**src/rtl/cde_pkg.sv**
```systemverilog
// ----------------------------------------------------------------------------
// cde_pkg
// shared types for the circular deque engine: command, status and
// sequencer state codes
// ----------------------------------------------------------------------------
package cde_pkg;

  typedef enum logic [2:0] {
    CMD_PUSH_FRONT = 3'd0,
    CMD_PUSH_BACK  = 3'd1,
    CMD_POP_FRONT  = 3'd2,
    CMD_POP_BACK   = 3'd3,
    CMD_READ_FRONT = 3'd4,
    CMD_READ_BACK  = 3'd5,
    CMD_SEARCH     = 3'd6,
    CMD_UPDATE     = 3'd7
  } cmd_e;

  typedef enum logic [2:0] {
    STAT_OK        = 3'd0,
    STAT_FULL      = 3'd1,
    STAT_EMPTY     = 3'd2,
    STAT_BAD_INDEX = 3'd3,
    STAT_NOT_FOUND = 3'd4
  } status_e;

  typedef enum logic {
    ST_IDLE = 1'b0,
    ST_EXEC = 1'b1
  } state_e;

endpackage

```
**src/rtl/cde_ram.sv**
```systemverilog
// ----------------------------------------------------------------------------
// cde_ram
// generic single-port-write, single-port-read ram with registered read data
// ----------------------------------------------------------------------------
module cde_ram #(
  parameter int WIDTH = 32,
  parameter int DEPTH = 16
) (
  input  logic                     clk_i,
  input  logic                     wr_en_i,
  input  logic [$clog2(DEPTH)-1:0] wr_addr_i,
  input  logic [WIDTH-1:0]         wr_data_i,
  input  logic                     rd_en_i,
  input  logic [$clog2(DEPTH)-1:0] rd_addr_i,
  output logic [WIDTH-1:0]         rd_data_o
);

  logic [WIDTH-1:0] mem_q [DEPTH];
  logic [WIDTH-1:0] rd_data_q;

  always_ff @(posedge clk_i) begin
    if (wr_en_i) begin
      mem_q[wr_addr_i] <= wr_data_i;
    end
    // read data holds while no read is issued
    if (rd_en_i) begin
      rd_data_q <= mem_q[rd_addr_i];
    end
  end

  assign rd_data_o = rd_data_q;

endmodule

```
**src/rtl/circular_deque_engine_unit.sv**
```systemverilog
// ----------------------------------------------------------------------------
// circular_deque_engine_unit
// double-ended queue of signed 32-bit words in a circular ram
// ----------------------------------------------------------------------------
// Usage: requests come in on the input channel (command_i, operand_value_i,
// position_i with in_valid_i / in_ready_o); every request gives exactly one
// result on the output channel (status_o, result_value_o, found_position_o,
// element_count_o, is_empty_o, is_full_o with out_valid_o / out_ready_i).
// A request is taken in the idle state, in which the ram read for it is
// issued, and executed in the exec state, which loads the output register
// once that register is free. A search walks the ram one entry per cycle
// from the front and stops at the first match or at the last element; on
// an empty deque it ends at once. One request is in flight at a time, so
// a new request is not taken before the last one has been executed.
// Reset empties the deque (head, tail and count to zero) and drops any
// pending result. While the receiver stalls, one result waits in the output
// register and the next request is still taken; its execution then waits
// until the output register is free.
// ----------------------------------------------------------------------------
module circular_deque_engine_unit
  import cde_pkg::*;
#(
  parameter int DEPTH = 16
) (
  input  logic               clk_i,
  input  logic               rst_ni,
  input  logic               in_valid_i,
  output logic               in_ready_o,
  input  logic [2:0]         command_i,
  input  logic signed [31:0] operand_value_i,
  input  logic [3:0]         position_i,
  output logic               out_valid_o,
  input  logic               out_ready_i,
  output logic [2:0]         status_o,
  output logic signed [31:0] result_value_o,
  output logic [3:0]         found_position_o,
  output logic [4:0]         element_count_o,
  output logic               is_empty_o,
  output logic               is_full_o
);

  localparam int AW = $clog2(DEPTH);
  localparam int CW = $clog2(DEPTH + 1);
  localparam int SW = ((AW > 4) ? AW : 4) + 1;
  localparam int PW = (CW > 4) ? CW : 4;

  function automatic logic [AW-1:0] slot_next(input logic [AW-1:0] s);
    if (s == AW'(DEPTH - 1)) begin
      slot_next = '0;
    end else begin
      slot_next = s + AW'(1);
    end
  endfunction

  function automatic logic [AW-1:0] slot_prev(input logic [AW-1:0] s);
    if (s == '0) begin
      slot_prev = AW'(DEPTH - 1);
    end else begin
      slot_prev = s - AW'(1);
    end
  endfunction

  state_e           state_q, state_d;
  logic [AW-1:0]    head_q, head_d;
  logic [AW-1:0]    tail_q, tail_d;
  logic [CW-1:0]    count_q, count_d;
  logic [AW-1:0]    scan_q, scan_d;
  logic [AW-1:0]    k_q, k_d;

  cmd_e             req_cmd_q;
  logic [31:0]      req_val_q;
  logic [3:0]       req_pos_q;

  logic             out_valid_q;
  status_e          out_status_q;
  logic [31:0]      out_value_q;
  logic [3:0]       out_fpos_q;
  logic [4:0]       out_count_q;
  logic             out_empty_q;
  logic             out_full_q;

  logic             accept;
  logic             out_free;
  logic             commit;
  status_e          res_status;
  logic [31:0]      res_value;
  logic [3:0]       res_fpos;

  logic             ram_wr_en;
  logic [AW-1:0]    ram_wr_addr;
  logic             ram_rd_en;
  logic [AW-1:0]    ram_rd_addr;
  logic [31:0]      ram_rd_data;

  logic [SW-1:0]    upd_sum;
  logic [AW-1:0]    upd_slot;
  logic             upd_ok;
  logic             is_last;
  logic [AW+3:0]    k_ext;
  logic [CW+4:0]    cnt_ext;

  cde_ram #(
    .WIDTH(32),
    .DEPTH(DEPTH)
  ) u_store (
    .clk_i    (clk_i),
    .wr_en_i  (ram_wr_en),
    .wr_addr_i(ram_wr_addr),
    .wr_data_i(req_val_q),
    .rd_en_i  (ram_rd_en),
    .rd_addr_i(ram_rd_addr),
    .rd_data_o(ram_rd_data)
  );

  assign in_ready_o = (state_q == ST_IDLE);
  assign accept     = in_valid_i && in_ready_o;
  assign out_free   = !out_valid_q || out_ready_i;

  // slot of a position counted from the front; pos < count keeps it below 2*DEPTH
  always_comb begin
    upd_sum = SW'(head_q) + SW'(req_pos_q);
    if (upd_sum >= SW'(DEPTH)) begin
      upd_sum = upd_sum - SW'(DEPTH);
    end
    upd_slot = upd_sum[AW-1:0];
  end

  assign upd_ok  = PW'(req_pos_q) < PW'(count_q);
  assign is_last = (CW'(k_q) + CW'(1)) == count_q;
  assign k_ext   = (AW + 4)'(k_q);
  assign cnt_ext = (CW + 5)'(count_d);

  always_comb begin
    state_d     = state_q;
    head_d      = head_q;
    tail_d      = tail_q;
    count_d     = count_q;
    scan_d      = scan_q;
    k_d         = k_q;
    ram_wr_en   = 1'b0;
    ram_wr_addr = head_q;
    ram_rd_en   = 1'b0;
    ram_rd_addr = head_q;
    commit      = 1'b0;
    res_status  = STAT_OK;
    res_value   = '0;
    res_fpos    = '0;

    case (state_q)
      ST_IDLE: begin
        if (accept) begin
          // issue the read the request needs so data is there next cycle
          ram_rd_en = 1'b1;
          if (command_i == CMD_POP_BACK || command_i == CMD_READ_BACK) begin
            ram_rd_addr = tail_q;
          end else begin
            ram_rd_addr = head_q;
          end
          scan_d  = head_q;
          k_d     = '0;
          state_d = ST_EXEC;
        end
      end

      ST_EXEC: begin
        if (req_cmd_q == CMD_SEARCH && count_q != '0 && ram_rd_data != req_val_q &&
            !is_last) begin
          // no match yet: step to the next entry
          ram_rd_en   = 1'b1;
          ram_rd_addr = slot_next(scan_q);
          scan_d      = slot_next(scan_q);
          k_d         = k_q + AW'(1);
        end else if (out_free) begin
          commit  = 1'b1;
          state_d = ST_IDLE;
          case (req_cmd_q)
            CMD_PUSH_FRONT, CMD_PUSH_BACK: begin
              if (count_q == CW'(DEPTH)) begin
                res_status = STAT_FULL;
              end else begin
                ram_wr_en = 1'b1;
                if (count_q == '0) begin
                  head_d      = '0;
                  tail_d      = '0;
                  ram_wr_addr = '0;
                end else if (req_cmd_q == CMD_PUSH_FRONT) begin
                  head_d      = slot_prev(head_q);
                  ram_wr_addr = slot_prev(head_q);
                end else begin
                  tail_d      = slot_next(tail_q);
                  ram_wr_addr = slot_next(tail_q);
                end
                count_d = count_q + CW'(1);
              end
            end
            CMD_POP_FRONT, CMD_POP_BACK: begin
              if (count_q == '0) begin
                res_status = STAT_EMPTY;
              end else begin
                res_value = ram_rd_data;
                count_d   = count_q - CW'(1);
                if (count_q == CW'(1)) begin
                  head_d = '0;
                  tail_d = '0;
                end else if (req_cmd_q == CMD_POP_FRONT) begin
                  head_d = slot_next(head_q);
                end else begin
                  tail_d = slot_prev(tail_q);
                end
              end
            end
            CMD_READ_FRONT, CMD_READ_BACK: begin
              if (count_q == '0) begin
                res_status = STAT_EMPTY;
              end else begin
                res_value = ram_rd_data;
              end
            end
            CMD_SEARCH: begin
              if (count_q != '0 && ram_rd_data == req_val_q) begin
                res_fpos = k_ext[3:0];
              end else begin
                res_status = STAT_NOT_FOUND;
              end
            end
            CMD_UPDATE: begin
              if (upd_ok) begin
                ram_wr_en   = 1'b1;
                ram_wr_addr = upd_slot;
              end else begin
                res_status = STAT_BAD_INDEX;
              end
            end
            default: begin
              res_status = STAT_OK;
            end
          endcase
        end
      end

      default: begin
        state_d = ST_IDLE;
      end
    endcase
  end

  always_ff @(posedge clk_i or negedge rst_ni) begin
    if (!rst_ni) begin
      state_q     <= ST_IDLE;
      head_q      <= '0;
      tail_q      <= '0;
      count_q     <= '0;
      out_valid_q <= 1'b0;
    end else begin
      state_q <= state_d;
      head_q  <= head_d;
      tail_q  <= tail_d;
      count_q <= count_d;
      if (commit) begin
        out_valid_q <= 1'b1;
      end else if (out_ready_i) begin
        out_valid_q <= 1'b0;
      end
    end
  end

  always_ff @(posedge clk_i) begin
    scan_q <= scan_d;
    k_q    <= k_d;
    if (accept) begin
      req_cmd_q <= cmd_e'(command_i);
      req_val_q <= operand_value_i;
      req_pos_q <= position_i;
    end
    if (commit) begin
      out_status_q <= res_status;
      out_value_q  <= res_value;
      out_fpos_q   <= res_fpos;
      out_count_q  <= cnt_ext[4:0];
      out_empty_q  <= (count_d == '0);
      out_full_q   <= (count_d == CW'(DEPTH));
    end
  end

  assign out_valid_o      = out_valid_q;
  assign status_o         = out_status_q;
  assign result_value_o   = out_value_q;
  assign found_position_o = out_fpos_q;
  assign element_count_o  = out_count_q;
  assign is_empty_o       = out_empty_q;
  assign is_full_o        = out_full_q;

`ifndef SYNTHESIS
  a_count_range: assert property (@(posedge clk_i) disable iff (!rst_ni)
    count_q <= CW'(DEPTH))
    else $error("element count above depth");

  a_empty_slots: assert property (@(posedge clk_i) disable iff (!rst_ni)
    (count_q == '0) |-> (head_q == '0 && tail_q == '0))
    else $error("empty deque with pointers off slot zero");

  a_no_write_idle: assert property (@(posedge clk_i) disable iff (!rst_ni)
    (state_q == ST_IDLE) |-> !ram_wr_en)
    else $error("ram write outside execution");

  a_one_in_flight: assert property (@(posedge clk_i) disable iff (!rst_ni)
    accept |=> !in_ready_o)
    else $error("second request taken while one is in flight");

  a_commit_free: assert property (@(posedge clk_i) disable iff (!rst_ni)
    commit |-> out_free)
    else $error("result overwrites one not yet transferred");
`endif

endmodule

```
**config.mk**
```make
export PLATFORM = sky130hd
export DESIGN_NAME = circular_deque_engine_unit
export DESIGN_NICKNAME = d
export VERILOG_FILES = /design/src/rtl/cde_pkg.sv /design/src/rtl/cde_ram.sv /design/src/rtl/circular_deque_engine_unit.sv
export SDC_FILE = /design/constraint.sdc
export NUM_CORES = 1
export LEC_CHECK = 0
export BUFFER_PORTS_ARGS = -buffer_cell sky130_fd_sc_hd__buf_4
export CORE_ASPECT_RATIO = 0.7
export CORE_MARGIN = 4
export CORE_UTILIZATION = 30
export CTS_CLUSTER_SIZE = 10
export DETAILED_ROUTE_END_ITERATION = 7
export HOLD_SLACK_MARGIN = 0.06
export MAX_ROUTING_LAYER = met4
export PLACE_DENSITY = 0.55
export SYNTH_ARGS = -nofsm -noshare
export SYNTH_HDL_FRONTEND = slang
export SYNTH_SLANG_ARGS = --single-unit
```
**constraint.sdc**
```tcl
create_clock -name clk_i -period 8 [get_ports clk_i]
set_clock_uncertainty 0.2 [all_clocks]
set_input_delay 0.8 -clock clk_i [delete_from_list [all_inputs] [get_ports clk_i]]
set_output_delay 0.8 -clock clk_i [all_outputs]
set_load 0.01 [all_outputs]
```
==> impl_metrics.csv <==
group,metric,value,unit
clock_network,postCtsSetupRepairBufs,0,
timing,fin_crit,6.145,ns
detailed_routing,post_drt_wl_per_cell,24.34,um
clock_network,cts_root_buffer,"clkbuf_16",
floorplanning,pin_count,91,
global_routing,grt_pass1_wl,106100,um
floorplanning,die_h,257.3,um
detailed_routing,drtPass1Iterations,6,
timing,slew_headroom,15.29,%
worst_setup_path,slowest_stage,"a31oi_4",
timing,finalSetupViolCount,0,
global_routing,grt_max_degree,139,
floorplanning,fp.dieArea,0.09368,mm^2
global_routing,grt_pass1_vias,15570,
yosys,ys_seq_area_share,73.23,%
worst_setup_path,critPathKind,"reg2reg",
detailed_routing,num_vias,15600,
timing,fin_setup_tns,0,ns
floorplanning,fp-row-count,91,
worst_setup_path,r2r_slack,1.86,ns
power_and_ir_drop,power_density,365.7,mW/mm^2
clock_network,cts_made_buffers,76,
clock_network,clk_latency,0.63,ns
worst_setup_path,cp_num_buf_inv,2,
place,post-dp-hpwl,41070,um
worst_setup_path,startpoint_type,"register",
layout,stdcell_area,0.03083,mm^2
yosys,synth-seq-cells,652,
yosys,synthFlopType,"edfxtp_1",
detailed_routing,viasPerCell,5.208,
run_status,run_status,"finished clean",
power_and_ir_drop,total_leakage_power,0.01047,uW
yosys,yosysTopAreaCellShare,71.83,%
worst_setup_path,crit_fanout,72,
timing,fin_crit_sh,76.81,%
yosys,synth.distinct_cells,77,
yosys,synthCells,1713,
timing,max_slew.worst_pin.slew,1.271,ns
worst_setup_path,required,8.27,ns
yosys,yosys_warnings,0,
place,placement.cell_area,0.02872,mm^2
clock_network,cts_buffer_depth,3,
worst_setup_path,critPathMostFrequentCell,"buf_4",
detailed_routing,drt_iter0_drc,1547,
timing,rsz0062_at_grt,"no",
yosys,synth.avg_cell_area,15.55,um^2
detailed_routing,drt-total-wl,72930,um
layout,drive_gt1_share,14.94,%
job,drv_cap,0,
worst_setup_path,endpoint_kind,"register",
worst_setup_path,cp_cell_sequence,"xnor2_1 > nand4_1 > nor4_4 > a211oi_4 > a31oi_4 > nand2_4 > buf_4 > and3_1 > buf_4 > a22oi_1 > and4_1",
yosys,synth_area_leaders,"edfxtp_1, mux2i_1, a211oi_1, and3_1, dfrtp_1",
place,gp_congestion,0.7973,
layout,regArea,0.01950,mm^2
yosys,syn_nets,1775,
power_and_ir_drop,peakVddDrop,0.0005275,V
clock_network,clkTransAtPathRegs,0.06,ns
floorplanning,die_w,364.1,um
layout,multi_input_area,0.006726,mm^2
worst_setup_path,cp_top_family,"simple AND/OR/NAND/NOR gates",
detailed_routing,ant_nets,0,
yosys,async_flop_share,2.301,%
global_routing,overflow,0,
layout,n_antenna_cell,0,
worst_setup_path,critPathMaxStageDelay,0.97,ns
place,portBuffers,90,
timing,maxSlewViolCount,0,
layout,fill_cells,8331,
yosys,yosysMostFrequentCell,"edfxtp_1",
floorplanning,coreArea,0.08801,mm^2
layout,syn2layout_area_growth,15.77,%
global_routing,antenna_found_initial,1,
yosys,synth-edff-count,637,
global_routing,track_usage,15.66,%
min_path,min_path_type,"in2reg",
timing,hold_viol_final,0,
floorplanning,initial_core_util,30.26,%
worst_setup_path,worst_ep_arrival_time,6.42,ns
layout,layout.nets,1872,
clock_network,cts.sinks,652,
yosys,synth_top_area_cell,"edfxtp_1",
clock_network,cts_max_level,3,
yosys,yosys-top-cells-count,"edfxtp_1, and3_1, a211oi_1",
yosys,netlist_area,0.02663,mm^2
detailed_routing,remaining_drc_errors,0,
timing,max_freq,162.7,MHz
clock_network,tritoncts,"done",
==> sequential cells by signal, summed over array words and instances, names as in the netlist, 3 cells and up <==
signal,flops
head_q,4
status_o,3
result_value_o,32
found_position_o,4
req_val_q,32
scan_q,4
k_q,4
u_store.mem_q,512
req_cmd_q,3
tail_q,4
req_pos_q,4
element_count_o,5
count_q,5
u_store.rd_data_o,32
==> what timing repair did <==
| item | CTS | global route |
|---|---|---|
| hold endpoints to repair | 15 | 0 |
| setup endpoints to repair | 0 | 0 |
| resized for setup | 0 | 0 |
| hold buffers | 1 | 0 |
==> logic make-up after synthesis <==
logic type	count (synthesis)	share of synthesized area (%)
flip-flops	652	73.23
multiplexers	96	3.608
XOR/XNOR	46	1.513
AND/OR/NAND/NOR	407	8.626
buffers and inverters	129	2.142
AO/OA/AOI/OAI	364	9.955
adder cells (fa/ha/maj)	19	0.9209
==> report_power, final <==
part | switching (uW) | internal [uW] | total [uW]
Combinational | 2230 | 1230 | 3460
Sequential | 400 | 4360 | 4760
Clock | 1290 | 1770 | 3060
==> per-layer routing <==
layer / up-vias / track usage [%] / part of all wire [%]
met4: 0 / 4.257 / 2.1
met5: - / - / 0
li1: 6933 / - / -
met2: 608 / 23.14 / 44
met1: 7954 / 22.02 / 47
met3: 108 / 3.130 / 6.8
==> through the flow <==
step | worst slack [ns] | hold WS [ns] | cells | total power [uW] | util [%]
after floorplan | 3.135 | 0.3044 | 1713 | 6945 | -
after global placement | 2.003 | 0.3880 | 2893 | 8223 | 32.63
after detailed placement | 1.812 | 0.3914 | 2893 | 8283 | 32.63
after CTS | 1.782 | 0.1165 | 2996 | 11350 | 35.03
after global routing | 1.546 | 0.1298 | 2996 | 11810 | 35.03
final | 1.855 | 0.1516 | 2996 | 11270 | 35.03
==> worst paths after layout <==
| kind | startpoint | to | cells after the start |
|---|---|---|---|
| max | req_val_q[28] | u_store.rd_data_o[8] | 11 |
| min | operand_value_i[12] | req_val_q[12] | 1 |
| max reg2reg | req_val_q[28] | u_store.rd_data_o[8] | 11 |
| min reg2reg | u_store.rd_data_o[18] | result_value_o[18] | 1 |
| max in group asynchronous | rst_ni | count_q[0] | 2 |
| min in group asynchronous | rst_ni | head_q[3] | 2 |
==> cell type report <==
type                            instances  area share (%)
Inverter                               21          0.2557
Timing Repair Buffer                  127           3.141
Multi-Input combinational cell        932           21.82
Tap cell                             1162           4.716
Clock inverter                          8          0.2232
Clock buffer                           94           6.590
Sequential cell                       652           63.26
==> cells in the final DEF (no fill, tap or decap), drive strengths merged, types with 44 or more instances in the layout <==
cell,count
nor2,52
and2,44
nand2,98
mux2i,96
edfxtp,637
buf,126
clkbuf,94
and3,129
o21ai,72
a211oi,124
Power figures use the tool's default switching activity.
